--- src/rtl/orq_pkg.sv ---
// Shared types and codes for the ordered run queue.
// No dependencies.
package orq_pkg;

   localparam int ID_W    = 6;
   localparam int ID_SPACE = 64;
   localparam int COUNT_W = 7;
   localparam int STATUS_W = 2;

   typedef enum logic [STATUS_W-1:0] {
      ST_OK    = 2'd0,
      ST_EMPTY = 2'd1,
      ST_DUP   = 2'd2,
      ST_FULL  = 2'd3
   } status_type;

   typedef enum logic {
      OP_APPEND = 1'b0,
      OP_REMOVE = 1'b1
   } opcode_type;

   // broadcast from the controller to every cell
   typedef struct packed {
      logic            append_go;
      logic            remove_go;
      logic [ID_W-1:0] id;
   } cell_ctl_type;

endpackage

--- src/rtl/orq_cell.sv ---
// One queue slot: holds an id and a valid bit, moves a removal hole rightward.
// Depends on orq_pkg.
module orq_cell
   import orq_pkg::*;
(
   input  logic            clock,
   input  logic            reset,
   input  cell_ctl_type    ctl,
   input  logic            left_valid,
   input  logic            left_hole,
   input  logic            right_valid,
   input  logic [ID_W-1:0] right_id,
   output logic            valid,
   output logic [ID_W-1:0] id,
   output logic            hole_active
);

   logic            valid_ff, valid_in;
   logic            hole_ff, hole_in;
   logic [ID_W-1:0] id_ff, id_in;

   assign valid       = valid_ff;
   assign id          = id_ff;
   assign hole_active = hole_ff & valid_ff;

   always_comb begin
      valid_in = valid_ff;
      id_in    = id_ff;
      hole_in  = left_hole;
      if (ctl.remove_go) begin
         hole_in = valid_ff && (id_ff == ctl.id);
      end else if (hole_active) begin
         valid_in = right_valid;
         id_in    = right_id;
      end else if (ctl.append_go && !valid_ff && left_valid) begin
         valid_in = 1'b1;
         id_in    = ctl.id;
      end
   end

   always_ff @(posedge clock) begin
      if (reset) begin
         valid_ff <= 1'b0;
         hole_ff  <= 1'b0;
      end else begin
         valid_ff <= valid_in;
         hole_ff  <= hole_in;
      end
      id_ff <= id_in;
   end

endmodule

--- src/rtl/ordered_run_queue_with_removal.sv ---
// Ordered run queue of process ids with removal from any position.
// Top level: controller, membership flags and a row of orq_cell slots; uses orq_pkg.
//
// Request channel (req_): tuser carries the opcode (append or remove), tdata the id.
// Response channel (rsp_): one response per request with status, presence,
// count after the step, non-empty flag and head id.
// The queue lives in a row of cells, front at cell 0. An append loads the
// first empty cell; a removal marks the matching cell and the hole then
// moves one cell to the right per cycle as each cell pulls from its right
// neighbor, closing the gap while keeping order.
// The response is registered and appears in the cycle after the request is taken.
// An append or a no-op request leaves the row settled. A removal keeps the
// row busy while its hole walks down the cell row from the removed position
// to the last occupied cell; the row holds min(MAX_ENTRIES, 64) cells
// (64 by default). A removal's response can wait in its register while that
// removal's compaction runs; a new request is taken only once the row
// is settled and the response register is free or being drained.
// Reset empties the queue at once (cell valid bits and membership flags clear).
// A stalled receiver holds the response and blocks further requests.
module ordered_run_queue_with_removal
   import orq_pkg::*;
#(
   parameter int MAX_ENTRIES = 64
)(
   input  logic        clock,
   input  logic        reset,
   input  logic        req_tvalid,
   output logic        req_tready,
   input  logic [0:0]  req_tuser,   // [0] opcode
   input  logic [7:0]  req_tdata,   // [5:0] proc_id, [7:6] zero
   output logic        rsp_tvalid,
   input  logic        rsp_tready,
   // [1:0] status, [2] was_present, [9:3] entry_count, [10] not_empty,
   // [16:11] head_id, [23:17] zero
   output logic [23:0] rsp_tdata
);

   localparam int NUM_CELLS = (MAX_ENTRIES < ID_SPACE) ? MAX_ENTRIES : ID_SPACE;

   logic [NUM_CELLS-1:0]           valid_vec;
   logic [NUM_CELLS-1:0]           hole_vec;
   logic [NUM_CELLS-1:0][ID_W-1:0] id_vec;

   logic [ID_SPACE-1:0] member_ff, member_in;
   logic [COUNT_W-1:0]  count_ff, count_in;
   logic                rsp_valid_ff;
   logic [23:0]         rsp_data_ff;

   logic               compacting, accept, present, is_remove;
   logic [ID_W-1:0]    req_id;
   status_type         status;
   logic [COUNT_W-1:0] new_count;
   logic [ID_W-1:0]    new_head;
   cell_ctl_type       ctl;

   assign compacting = |hole_vec;
   assign req_tready = !compacting && (!rsp_valid_ff || rsp_tready);
   assign accept     = req_tvalid && req_tready;
   assign req_id     = req_tdata[ID_W-1:0];
   assign is_remove  = (opcode_type'(req_tuser[0]) == OP_REMOVE);
   assign present    = member_ff[req_id];
   assign rsp_tvalid = rsp_valid_ff;
   assign rsp_tdata  = rsp_data_ff;

   always_comb begin
      status    = ST_OK;
      new_count = count_ff;
      member_in = member_ff;
      ctl.append_go = 1'b0;
      ctl.remove_go = 1'b0;
      ctl.id        = req_id;
      if (!is_remove) begin
         if (present) begin
            status = ST_DUP;
         end else if (count_ff >= COUNT_W'(NUM_CELLS)) begin
            status = ST_FULL;
         end else begin
            ctl.append_go     = accept;
            new_count         = count_ff + 1'b1;
            member_in[req_id] = 1'b1;
         end
      end else begin
         if (count_ff == '0) begin
            status = ST_EMPTY;
         end else if (present) begin
            ctl.remove_go     = accept;
            new_count         = count_ff - 1'b1;
            member_in[req_id] = 1'b0;
         end
      end
      if (new_count == '0) begin
         new_head = '0;
      end else if (!is_remove && count_ff == '0) begin
         new_head = req_id;
      end else if (is_remove && present && id_vec[0] == req_id) begin
         new_head = id_vec[1];
      end else begin
         new_head = id_vec[0];
      end
      count_in = accept ? new_count : count_ff;
   end

   genvar g;
   generate
      for (g = 0; g < NUM_CELLS; g++) begin : g_cell
         logic            lv, lh, rv;
         logic [ID_W-1:0] rid;
         if (g == 0) begin : g_first
            assign lv = 1'b1;
            assign lh = 1'b0;
         end else begin : g_mid
            assign lv = valid_vec[g-1];
            assign lh = hole_vec[g-1];
         end
         if (g == NUM_CELLS-1) begin : g_last
            assign rv  = 1'b0;
            assign rid = '0;
         end else begin : g_inner
            assign rv  = valid_vec[g+1];
            assign rid = id_vec[g+1];
         end
         orq_cell u_cell (
            .clock       (clock),
            .reset       (reset),
            .ctl         (ctl),
            .left_valid  (lv),
            .left_hole   (lh),
            .right_valid (rv),
            .right_id    (rid),
            .valid       (valid_vec[g]),
            .id          (id_vec[g]),
            .hole_active (hole_vec[g])
         );
      end
   endgenerate

   always_ff @(posedge clock) begin
      if (reset) begin
         member_ff    <= '0;
         count_ff     <= '0;
         rsp_valid_ff <= 1'b0;
      end else begin
         count_ff <= count_in;
         if (accept) begin
            member_ff    <= member_in;
            rsp_valid_ff <= 1'b1;
         end else if (rsp_tready) begin
            rsp_valid_ff <= 1'b0;
         end
      end
      if (accept) begin
         rsp_data_ff <= {7'd0, new_head, (new_count != '0), new_count, present, status};
      end
   end

`ifndef SYNTHESIS
   a_busy_blocks: assert property (@(posedge clock) disable iff (reset)
      compacting |-> !req_tready)
      else $error("request taken during compaction");
   a_count_flags: assert property (@(posedge clock) disable iff (reset)
      COUNT_W'($countones(member_ff)) == count_ff)
      else $error("count disagrees with membership flags");
   a_rsp_follows: assert property (@(posedge clock) disable iff (reset)
      accept |=> rsp_tvalid)
      else $error("response missing after request");
   a_head_valid: assert property (@(posedge clock) disable iff (reset)
      !compacting |-> (valid_vec[0] == (count_ff != '0)))
      else $error("front cell disagrees with count");
`endif

endmodule
--- config.mk ---
export PLATFORM = sky130hd
export DESIGN_NAME = ordered_run_queue_with_removal
export DESIGN_NICKNAME = d
export VERILOG_FILES = /design/src/rtl/orq_pkg.sv /design/src/rtl/orq_cell.sv /design/src/rtl/ordered_run_queue_with_removal.sv
export SDC_FILE = /design/constraint.sdc
export NUM_CORES = 1
export LEC_CHECK = 0
export BUFFER_PORTS_ARGS = -buffer_cell sky130_fd_sc_hd__buf_4
export CORE_MARGIN = 2
export CORE_UTILIZATION = 50
export CTS_BUF_LIST = sky130_fd_sc_hd__clkbuf_4 sky130_fd_sc_hd__clkbuf_8
export DETAILED_ROUTE_END_ITERATION = 7
export PLACE_DENSITY = 0.75
export SLEW_MARGIN = 40
export SYNTH_ARGS = -nofsm -noshare
export SYNTH_HDL_FRONTEND = slang
export SYNTH_SLANG_ARGS = --single-unit
export TNS_END_PERCENT = 5
--- constraint.sdc ---
create_clock -name clock -period 10.3 [get_ports clock]
set_input_delay 1.545 -clock clock [delete_from_list [all_inputs] [get_ports clock]]
set_output_delay 1.545 -clock clock [all_outputs]
set_load 0.05 [all_outputs]
Word level (Yosys, flattened, before mapping)
Cells that the tools add are included.
{"block": "word_totals", "ff_bits": 601, "input_bits": 13, "out_inout_bits": 26, "wordCells": 1084}
{"block": "classes", "add_sub_neg": 2, "magnitude_cmp": 3, "n_eq_ne": 68, "mux": 346, "n_bitwise": 68, "reduce_logical": 400}
{"cell": "6-bit 2-to-1 mux", "n": 129}
{"cell": "6-bit equality test", "n": 64}
{"cell": "64-bit 2-to-1 mux", "n": 5}
{"cell": "1-bit 2-to-1 mux", "n": 202}
{"cell": "1-bit logical AND", "n": 197}
{"cell": "2-bit nonzero test", "n": 65}
{"cell": "2-bit AND reduction", "n": 64}
{"cell": "1-bit zero test", "n": 67}
{"cell": "1-bit bitwise AND", "n": 64}
{"cell": "64-bit bitwise AND", "n": 1}
{"cell": "64-bit inverter", "n": 1}
{"cell": "64-bit bitwise OR", "n": 1}
{"cell": "64-bit OR reduction", "n": 1}
{"cell": "7-bit 2-to-1 mux", "n": 5}
{"cell": "7-bit zero test", "n": 2}
{"cell": "7-bit by 1-bit adder with 7-bit output, second input constant", "n": 1}
{"cell": "7-bit >= comparator, second input constant", "n": 1}
{"cell": "6-bit by 7-bit less-than comparator with 1-bit output, second input constant", "n": 1}
{"cell": "7-bit nonzero test", "n": 1}
{"cell": "7-bit by 1-bit subtractor with 7-bit output, second input constant", "n": 1}
{"cell": "1-bit binary-select mux with 6-bit select", "n": 1}
{"cell": "1-bit demux with 6-bit select", "n": 1}
{"cell": "6-bit by 1-bit >= comparator with 1-bit output, second input constant", "n": 1}
{"cell": "2-bit 2-to-1 mux", "n": 3}
{"cell": "other kinds (6)", "n": 8}

Logic depth before layout (Yosys ltp)
Gate-level depths: netlist (run 1).
{"block": "depth", "word_depth": 12, "mapped_depth": 15, "depth_no_buf": 11}

Hierarchy
Synthesis (run 1) repeated with hierarchy kept, for this count alone.
{"block": "hier_totals", "hier_cells": 2720, "area_unflattened_um2": 31749.2}
{"mod": "orq_cell", "instances": 64, "cells_per_inst": 34, "area_each_um2": 416.6, "seq_area_each_um2": 220.2}
{"mod": "ordered_run_queue_with_removal", "instances": 1, "cells_per_inst": 544, "area_each_um2": 5083.6, "seq_area_each_um2": 1951.9}

Worst setup path before layout (run 1)
Ideal clock, no wire load.
{"block": "synth_timing", "path_kind": "in2reg", "start": "input port rsp_tready", "end": "register g_cell[10].u_cell.id_ff[0] (enable)", "setup_time_ns": 0.380, "arrival_ns": 5.867, "required_ns": 9.920, "slack_ns": 4.053, "stages": 11, "n_path_buf": 1, "cell_sequence": "nor2b_1 > nand4b_1 > nor4_1 > nand4_1 > nor4_1 > nand2_1 > inv_2 > and3_1 > clkinv_1 > clkbuf_1 > o31ai_1"}
{"block": "synth_via", "elab_chain_cells": 10, "word_cells_on_any_way": 14, "cone_classes": "6 x mux; 1 x bitwise; 7 x reduce/logical"}
{"element": "start, declared", "line": "ordered_run_queue_with_removal.sv:32", "source": "input logic rsp_tready,"}
{"element": "1-bit logical OR *", "line": "ordered_run_queue_with_removal.sv:57", "source": "assign req_tready = !compacting && (!rsp_valid_ff || rsp_tready);"}
{"element": "1-bit logical AND *", "line": "ordered_run_queue_with_removal.sv:57"}
{"element": "via req_tready", "line": "ordered_run_queue_with_removal.sv:28", "source": "output logic req_tready,"}
{"element": "1-bit logical AND *", "line": "ordered_run_queue_with_removal.sv:58", "source": "assign accept = req_tvalid && req_tready;"}
{"element": "via accept", "line": "ordered_run_queue_with_removal.sv:49", "source": "logic compacting, accept, present, is_remove;"}
{"element": "1-bit 2-to-1 mux", "line": "ordered_run_queue_with_removal.sv:75", "source": "end else if (count_ff >= COUNT_W'(NUM_CELLS)) begin"}
{"element": "1-bit 2-to-1 mux", "line": "ordered_run_queue_with_removal.sv:73", "source": "if (present) begin"}
{"element": "1-bit 2-to-1 mux", "line": "ordered_run_queue_with_removal.sv:72", "source": "if (!is_remove) begin"}
{"element": "1-bit logical AND (2 in a row)", "line": "orq_cell.sv:35", "source": "end else if (ctl.append_go && !valid_ff && left_valid) begin"}
{"element": "2-bit nonzero test (no source line)"}
{"element": "2-bit AND reduction (no source line) *"}
{"element": "end signal, assigned", "line": "orq_cell.sv:49", "source": "id_ff <= id_in;"}
{"element": "end, declared", "line": "orq_cell.sv:20", "source": "logic [ID_W-1:0] id_ff, id_in;"}
Mark *: on every way through the listed nets, which the timed path passes. The rest lies on a longest branch.
A chain may end at the register's enable or synchronous reset.

Final worst setup path (run 1)
{"block": "layout_timing", "start": "input port req_tdata[1]", "end": "register g_cell[52].u_cell.id_ff[3] (enable)"}
{"block": "layout_via", "elab_chain_cells": 8, "word_cells_on_any_way": 12, "cone_classes": "7 x mux; 1 x bitwise; 4 x reduce/logical"}
{"element": "start, declared", "line": "ordered_run_queue_with_removal.sv:30", "source": "input logic [7:0] req_tdata,"}
{"element": "1-bit binary-select mux with 6-bit select *", "line": "ordered_run_queue_with_removal.sv:61", "source": "assign present = member_ff[req_id];"}
{"element": "1-bit 2-to-1 mux (implied by the code) *", "line": "ordered_run_queue_with_removal.sv:61"}
{"element": "1-bit 2-to-1 mux", "line": "ordered_run_queue_with_removal.sv:73"}
{"element": "1-bit 2-to-1 mux", "line": "ordered_run_queue_with_removal.sv:72"}
{"element": "1-bit logical AND (2 in a row)", "line": "orq_cell.sv:35"}
{"element": "2-bit nonzero test (no source line)"}
{"element": "2-bit AND reduction (no source line) *"}
{"element": "end signal, assigned", "line": "orq_cell.sv:49"}
{"element": "end, declared", "line": "orq_cell.sv:20"}
Mark *: on every way between the ends. The rest lies on a longest branch, timed or not. The select of a mux whose other input is x is not followed.

==> results of run 1 <==
==> report_power, final <==
part | switching, mW | internal, mW
Combinational | 0.265 | 0.141
Clock | 0.953 | 1.22
Sequential | 0.00822 | 2.59
==> area by class of cell <==
type	count	share of cell area, %
Clock inverter	13	0.293
Clock buffer	164	5.88
Inverter	71	0.806
Tap cell	782	2.93
Antenna cell	1	0.00750
Multi-Input combinational cell	1675	40.6
Sequential cell	601	48.1
Timing Repair Buffer	50	1.34
==> cell usage after synthesis, types with 55 or more instances <==
cell / instances / area, sq um
xor2_1: 364 / 3190
a311oi_1: 63 / 552
o31ai_1: 55 / 413
a21oi_1: 145 / 726
mux2_2: 385 / 4340
nand3_1: 72 / 360
clkbuf_1: 120 / 450
dfxtp_1: 200 / 4000
a31oi_1: 66 / 413
nor4_1: 75 / 469
edfxtp_1: 401 / 12000
inv_1: 65 / 244
nand2_1: 98 / 368
a211oi_1: 57 / 428
nor3_1: 64 / 320
==> critical path, stage by stage <==
cell,delay [ns]
buf_6,0.40
buf_4,0.64
inv_2,0.38
a221o_1,0.43
a221oi_1,0.32
o32ai_2,0.22
nor3_4,0.65
and3_2,0.34
buf_6,0.52
nand2_1,0.17
o21ai_0,0.68
==> placed cells by master (no fill, tap or decap), drive strengths merged, types with 4 or more instances in the layout <==
cell,count
conb,7
a211oi,57
edfxtp,401
or3b,5
nor4,78
nor2,33
a21oi,145
nand3,72
and3,6
clkbuf,164
inv,70
or4,4
a31o,6
mux2,386
a311oi,63
o31ai,55
nand3b,7
nand4,23
a31oi,66
buf,50
nor2b,10
dfxtp,200
clkinv,9
and2,18
nor3,67
a221oi,13
nand2,98
clkinvlp,4
xor2,364
xnor2,23
o21ai,14
mux2i,16
==> stage by stage <==
stage               worst slack (ns)  utilization [%]  instances  hold WS, ns  cell area (sq um)
finish                          4.22             55.5       3357        0.450              33400
global route                    4.05             55.5       3357        0.474              33400
CTS                             4.10             55.0       3355        0.446              33100
detailed placement              3.37             51.6       3178        0.437              31000
global placement                3.50             51.5       3178        0.436              31000
floorplan                       4.05                -       2532        0.429              30400
==> worst paths after layout <==
check                                       start                              endpoint  slack, ns  cells past startpoint
max                                  req_tdata[1]     g_cell[52].u_cell.id[3]$_DFFE_PP_       4.22                     11
min          g_cell[46].u_cell.hole_ff$_SDFF_PP0_  g_cell[46].u_cell.valid$_SDFFE_PP0P_       0.45                      1
max reg2reg   g_cell[3].u_cell.valid$_SDFFE_PP0P_     g_cell[52].u_cell.id[3]$_DFFE_PP_       4.83                     11
min reg2reg  g_cell[46].u_cell.hole_ff$_SDFF_PP0_  g_cell[46].u_cell.valid$_SDFFE_PP0P_       0.45                      1
==> logic make-up after synthesis <==
| family | Yosys count |
|---|---|
| AO/OA/AOI/OAI | 445 |
| XOR/XNOR | 387 |
| adder cells (fa/ha/maj) | 2 |
| buffers and inverters | 256 |
| flip-flops | 601 |
| multiplexers | 402 |
| other | 1 |
| AND/OR/NAND/NOR | 432 |
==> layer usage <==
metal  vias to the layer above  part of all wire [%]  track usage [%]  wire length [um]
met5                         -                     0                0                 0
met3                       151                   6.5             4.14              4550
met1                     10100                    43             28.9             30300
li1                       9394                     -                -                 -
met4                         0                   2.4             7.94              1660
met2                       730                    48             36.1             33300
==> impl_metrics.toml, run 1 <==
[logic_synthesis]
netlist-cell-type-count = 73
yosys.area_share.xor_xnor_pct = 11.2
yosysSeqAreaShare_pct = 52.9
synthArstFlopShare_pct = 0
synth_top_family_by_area = "multiplexers"
synth_seq_cells = 601
synth.cell_area_sq_um = 30300
netlist_instances = 2526
synth_edf_count = 401
synth_compound_area_share_pct = 9.90
synth_mux_area_share_pct = 14.9
synth_flop_cell = "edfxtp_1"
ys_warn_count = 0
post_synth.cell_area_avg_sq_um = 12.0
synthSimpleGateAreaFrac_pct = 7.57
yosys.area_share.adder_pct = 0.0825

[sta]
fin_skew_ns = 0.0388
worst_pin_slew_ns = 0.870
report.final.slew_viol_count = 0
min_period_ns = 6.08
relSlewSlack_pct = 42.0
finalSetupViolations = 0
rsz0062_at_grt = "no"
fin_crit_sh_pct = 59.0
fmax_mhz = 164
hold_viol = 0
fin_setup_tns_ns = 0

[die]
die_x_um = 250
fp.dieH_um = 250
fp.coreArea_sq_um = 60100
start_util_pct = 50.5
die_area_sq_um = 62700
fp-row-count = 90
io_pins = 39

[detailed_routing]
vias = 20400
via_per_inst = 6.08
wl_per_cell_um = 20.8
drcViolationCount = 0
ant_nets = 0
dr.pass1.iters = 6
drtIter0Drc = 1819
finalWirelength_um = 69800

[run_status]
status = "finished clean"

[critical_path]
critical_path_arrival_ns = 6.40
required_ns = 10.62
critPathKind = "input port to flip-flop"
cp-start-kind = "input port"
worstSetupEndpointType = "flip-flop"
critPathMaxFanout = 65

[clock_tree]
path_clk_slew_ns = 0.06
cts_buffers = 94
cts_setup_buffers = 0
hold_buffers = 0
cts_resized = 0
cts-root-buf = "clkbuf_8"
clock_sinks = 601
cts_tree = "yes"
h-tree-depth = 3
cts_buffer_depth = 3
clk_latency_ns = 0.71

[power]
power_density_nw_per_um2 = 155
finalPower_mw = 5.17
cellLeakagePower_nw = 11.2
peakVddDrop_v = 0.000103

[grt]
grt_overflow = 0
grt_max_degree = 124
grt_pass1_vias = 20800
grt_pass1_wl_um = 111000
grt.total_usage_pct = 21.9
grt_antenna_before_repair = 1

[cells_and_area]
seqCellArea_sq_um = 16000
layout-drive-gt1-share_pct = 27.0
multiInputGateArea_sq_um = 13600
area_growth_pct = 9.95
fillers = 4818
nets = 2508

[placed_design]
dpl.hpwl_um = 42000
port_buffers = 29
gp_congestion = 0.863

[worst_hold_path]
hold_class = "flip-flop to flip-flop"

[run]
drv_cap = 0
No activity file was read; power rests on OpenSTA's default activity.
==> run 2, diff against run 1 <==
- PLACE_DENSITY: 0.75 -> 0.77
- clock period: 10.3 -> 4.9 ns (I/O delays scaled with it)
==> impl_metrics.toml, run 2 (synthesis gave the netlist of run 1 again) <==
[run_status]
status = "finished clean"

[grt]
grt_pass1_vias = 21300
grt_antenna_before_repair = 2
grt_overflow = 0
grt.total_usage_pct = 22.2
grt_max_degree = 86
grt_pass1_wl_um = 114000

[cells_and_area]
nets = 2591
design_area_sq_um = 33900
layout-drive-gt1-share_pct = 27.3
final_common_cell = "edfxtp_1"
mostFrequentLayoutCells = "edfxtp_1 (401), mux2_2 (385), xor2_1 (364), dfxtp_1 (200), a21oi_1 (145)"
stdcell_count = 3446
postLayoutCoreUtil_pct = 56.3
area_growth_pct = 11.7

[power]
power_density_nw_per_um2 = 328
finalPower_mw = 11.1
peakVddDrop_v = 0.000188
cellLeakagePower_nw = 11.6

[critical_path]
critPathKind = "flip-flop to flip-flop"
cp-start-kind = "flip-flop"
cp_cell_sequence = "nand2_1, nand4_1, nor4_1, nand4_1, nor4_2, nand2_1, inv_2, and3_2, inv_2, buf_12, o31ai_1, buf_4"
critical_path_arrival_ns = 4.41
slowest_stage = "nor4_2"
worstSetupEndpointType = "flip-flop"
required_ns = 5.31
critPathMaxFanout = 33
slowest_delay_ns = 0.61
reg2reg_slack_ns = 0.91

[sta]
fin_skew_ns = 0.0546
relSlewSlack_pct = 44.7
min_period_ns = 3.99
worst_pin_slew_ns = 0.823
setup_slack_ns = 0.906
rsz0062_at_grt = "no"
fin_setup_tns_ns = 0
whs_ns = 0.440
fmax_mhz = 250
hold_viol = 0
finalSetupViolations = 0
fin_crit_sh_pct = 81.5
report.final.slew_viol_count = 0

[clock_tree]
cts_resized = 0
clk_latency_ns = 0.73
path_clk_slew_ns = 0.07
cts_buffer_depth = 3
hold_buffers = 0
cts_setup_buffers = 0
cts_tree = "yes"
cts-root-buf = "clkbuf_8"
cts_buffers = 100
clock_sinks = 601
h-tree-depth = 3

[placed_design]
dpl.hpwl_um = 43600
place_ws_ns = 0.545
placed_cell_area_sq_um = 31600
placed_cells = 3256
port_buffers = 29
gp_congestion = 0.869

[detailed_routing]
via_per_inst = 6.01
finalWirelength_um = 70100
wl_per_cell_um = 20.3
drtIter0Drc = 1638
vias = 20700
drcViolationCount = 0
dr.pass1.iters = 5
ant_nets = 0

[run]
drv_cap = 0

[die]
die_area_sq_um = 62700
start_util_pct = 50.5
fp-row-count = 90
fp.coreArea_sq_um = 60100
die_x_um = 250
io_pins = 39
fp.dieH_um = 250

[worst_hold_path]
hold_class = "flip-flop to flip-flop"
[run 2: cell count changes in the layout (fill, tap and decap cells not counted), moves of 5 or more]
cell and change:
buf_12 +5, buf_4 +70, clkbuf_4 -6, clkinv_1 +5, clkinv_2 +7, o21ai_0 +8
o21ai_1 -8, o31ai_1 +50, o31ai_2 -50
[run 2: per-layer routing]
| metal | global-route usage [%] | vias to the layer above | share of wire [%] |
|---|---|---|---|
| met3 | 3.72 | 122 | 6.2 |
| met2 | 36.6 | 710 | 48 |
| met4 | 8.21 | 0 | 2.2 |
| li1 | - | 9593 | - |
| met5 | 0 | - | 0 |
| met1 | 29.5 | 10300 | 44 |
[run 2: cell type report]
class                   count  area (sq um)
fillers                  4725         26300
inverters                  71           269
well taps                 782           978
clock buffers             159          1930
multi-input cells        1675         13300
diodes                      1          2.50
clock inverters            30           272
repair buffers            127          1090
flip-flops and latches    601         16000
[run 2: final timing paths]
| path | from | depth (start not counted) | to |
|---|---|---|---|
| hold reg to reg | g_cell[58].u_cell.hole_ff$_SDFF_PP0_ | 1 | g_cell[58].u_cell.valid$_SDFFE_PP0P_ |
| setup / recovery | g_cell[3].u_cell.valid$_SDFFE_PP0P_ | 12 | g_cell[27].u_cell.id[3]$_DFFE_PP_ |
| setup reg to reg | g_cell[3].u_cell.valid$_SDFFE_PP0P_ | 12 | g_cell[27].u_cell.id[3]$_DFFE_PP_ |
| hold / removal | g_cell[58].u_cell.hole_ff$_SDFF_PP0_ | 1 | g_cell[58].u_cell.valid$_SDFFE_PP0P_ |
[run 2: power breakdown]
| part | switching [mW] | internal, mW |
|---|---|---|
| Combinational | 0.549 | 0.312 |
| Sequential | 0.0171 | 5.43 |
| Clock | 2.12 | 2.68 |
[run 2: critical path, delay by kind of cell (launching register included)]
family | cells | cell delay (ns)
buffers and inverters | 4 | 0.77
and+or+nand+nor | 7 | 2.27
DFF | 1 | 0.35
AOI/OAI and AO/OA | 1 | 0.27
==> run 3, diff against run 2 <==
- clock period: 4.9 -> 3.5 ns (I/O delays scaled with it)
==> impl_metrics.toml, run 3 (synthesis gave the netlist of run 1 again) <==
[detailed_routing]
via_per_inst = 6.00
ant_nets = 0
finalWirelength_um = 71300
drtIter0Drc = 1608
drcViolationCount = 0
vias = 21100
wl_per_cell_um = 20.3
dr.pass1.iters = 7

[sta]
worst_pin_slew_ns = 0.921
rsz0062_at_grt = "no"
min_period_ns = 3.34
fin_crit_sh_pct = 95.4
fin_setup_tns_ns = 0
whs_ns = 0.256
relSlewSlack_pct = 38.6
finalSetupViolations = 0
fmax_mhz = 299
hold_viol = 0
fin_skew_ns = 0.0273
setup_slack_ns = 0.160
report.final.slew_viol_count = 0

[worst_hold_path]
hold_class = "input port to flip-flop"

[die]
fp.dieH_um = 250
start_util_pct = 50.5
io_pins = 39
die_x_um = 250
fp.coreArea_sq_um = 60100
fp-row-count = 90
die_area_sq_um = 62700

[cells_and_area]
layout-drive-gt1-share_pct = 29.5
postLayoutCoreUtil_pct = 57.1
stdcell_count = 3518
multiInputGateArea_sq_um = 13300
fillers = 4762
area_growth_pct = 13.2
seqCellArea_sq_um = 16000
nets = 2670
final_common_cell = "edfxtp_1"
mostFrequentLayoutCells = "edfxtp_1 (401), mux2_2 (385), xor2_1 (364), dfxtp_1 (199), buf_4 (185)"
design_area_sq_um = 34400

[critical_path]
critical_path_arrival_ns = 3.75
worstSetupEndpointType = "flip-flop"
critPathMaxFanout = 29
required_ns = 3.91
critPathKind = "flip-flop to flip-flop"
cp-start-kind = "flip-flop"

[clock_tree]
cts-root-buf = "clkbuf_8"
cts_buffer_depth = 3
h-tree-depth = 3
path_clk_slew_ns = 0.07
clock_sinks = 601
hold_buffers = 0
clk_latency_ns = 0.70
cts_buffers = 99
cts_tree = "yes"

[placed_design]
placed_cell_area_sq_um = 32400
port_buffers = 29
dpl.hpwl_um = 46200
place_ws_ns = -0.0477
gp_congestion = 0.889
placed_cells = 3336

[power]
peakVddDrop_v = 0.000258
cellLeakagePower_nw = 11.9
finalPower_mw = 15.1
power_density_nw_per_um2 = 440

[grt]
grt_pass1_vias = 21700
grt.total_usage_pct = 22.7
grt_antenna_before_repair = 1
grt_max_degree = 85
grt_pass1_wl_um = 116000
grt_overflow = 0

[run_status]
status = "finished clean"

[run]
drv_cap = 0
run 3: cell types whose count changed in the layout (fill, tap and decap cells not counted), moves of 4 or more:
cell / change
buf_4: +79
clkbuf_8: -11
clkinvlp_4: +4
nand2_1: -4
run 3: cell type report:
| cell class | count | area share, % |
|---|---|---|
| repair buffers | 207 | 5.06 |
| clock buffers | 152 | 5.29 |
| clock inverters | 29 | 0.477 |
| well taps | 782 | 2.85 |
| inverters | 71 | 0.805 |
| multi-input cells | 1675 | 38.8 |
| diodes | 1 | 0.00728 |
| flip-flops and latches | 601 | 46.7 |
run 3: power breakdown:
group / total [mW] / internal, mW / switching, mW
Combinational: 1.29 / 0.496 / 0.793
Clock: 6.19 / 3.32 / 2.87
Sequential: 7.63 / 7.61 / 0.0251
run 3: routing by layer:
metal	vias up	global-route usage (%)	part of all wire (%)
li1	9736	-	-
met1	10500	29.8	44
met2	664	37.4	47
met3	156	3.81	6.0
met4	0	9.00	2.9
met5	-	0	0
run 3: worst paths after layout:
path                                                            from                                   end  slack [ns]  cells after the start
worst min register to register  g_cell[52].u_cell.hole_ff$_SDFF_PP0_  g_cell[52].u_cell.valid$_SDFFE_PP0P_        0.44                      1
worst min-delay path                                           reset              count_ff[1]$_SDFFE_PP0P_        0.26                      2
worst max-delay path            g_cell[62].u_cell.valid$_SDFFE_PP0P_     g_cell[28].u_cell.id[3]$_DFFE_PP_        0.16                     13
worst max register to register  g_cell[62].u_cell.valid$_SDFFE_PP0P_     g_cell[28].u_cell.id[3]$_DFFE_PP_        0.16                     13
run 3: repair_timing:
action                     CTS  global route
buffers inserted             0             0
setup endpoints to repair    0            11
resized for setup            0             3
run 3: worst max-delay path: stages (launching register included):
cell and delay, ns:
dfxtp_1 0.34, nand2_1 0.38, nand4_1 0.27, nor4_1 0.29
nand4_1 0.17, nor4_4 0.16, buf_4 0.21, nand2_4 0.09
inv_8 0.05, and3_2 0.28, inv_2 0.10, buf_12 0.19
o31ai_1 0.30, buf_4 0.22
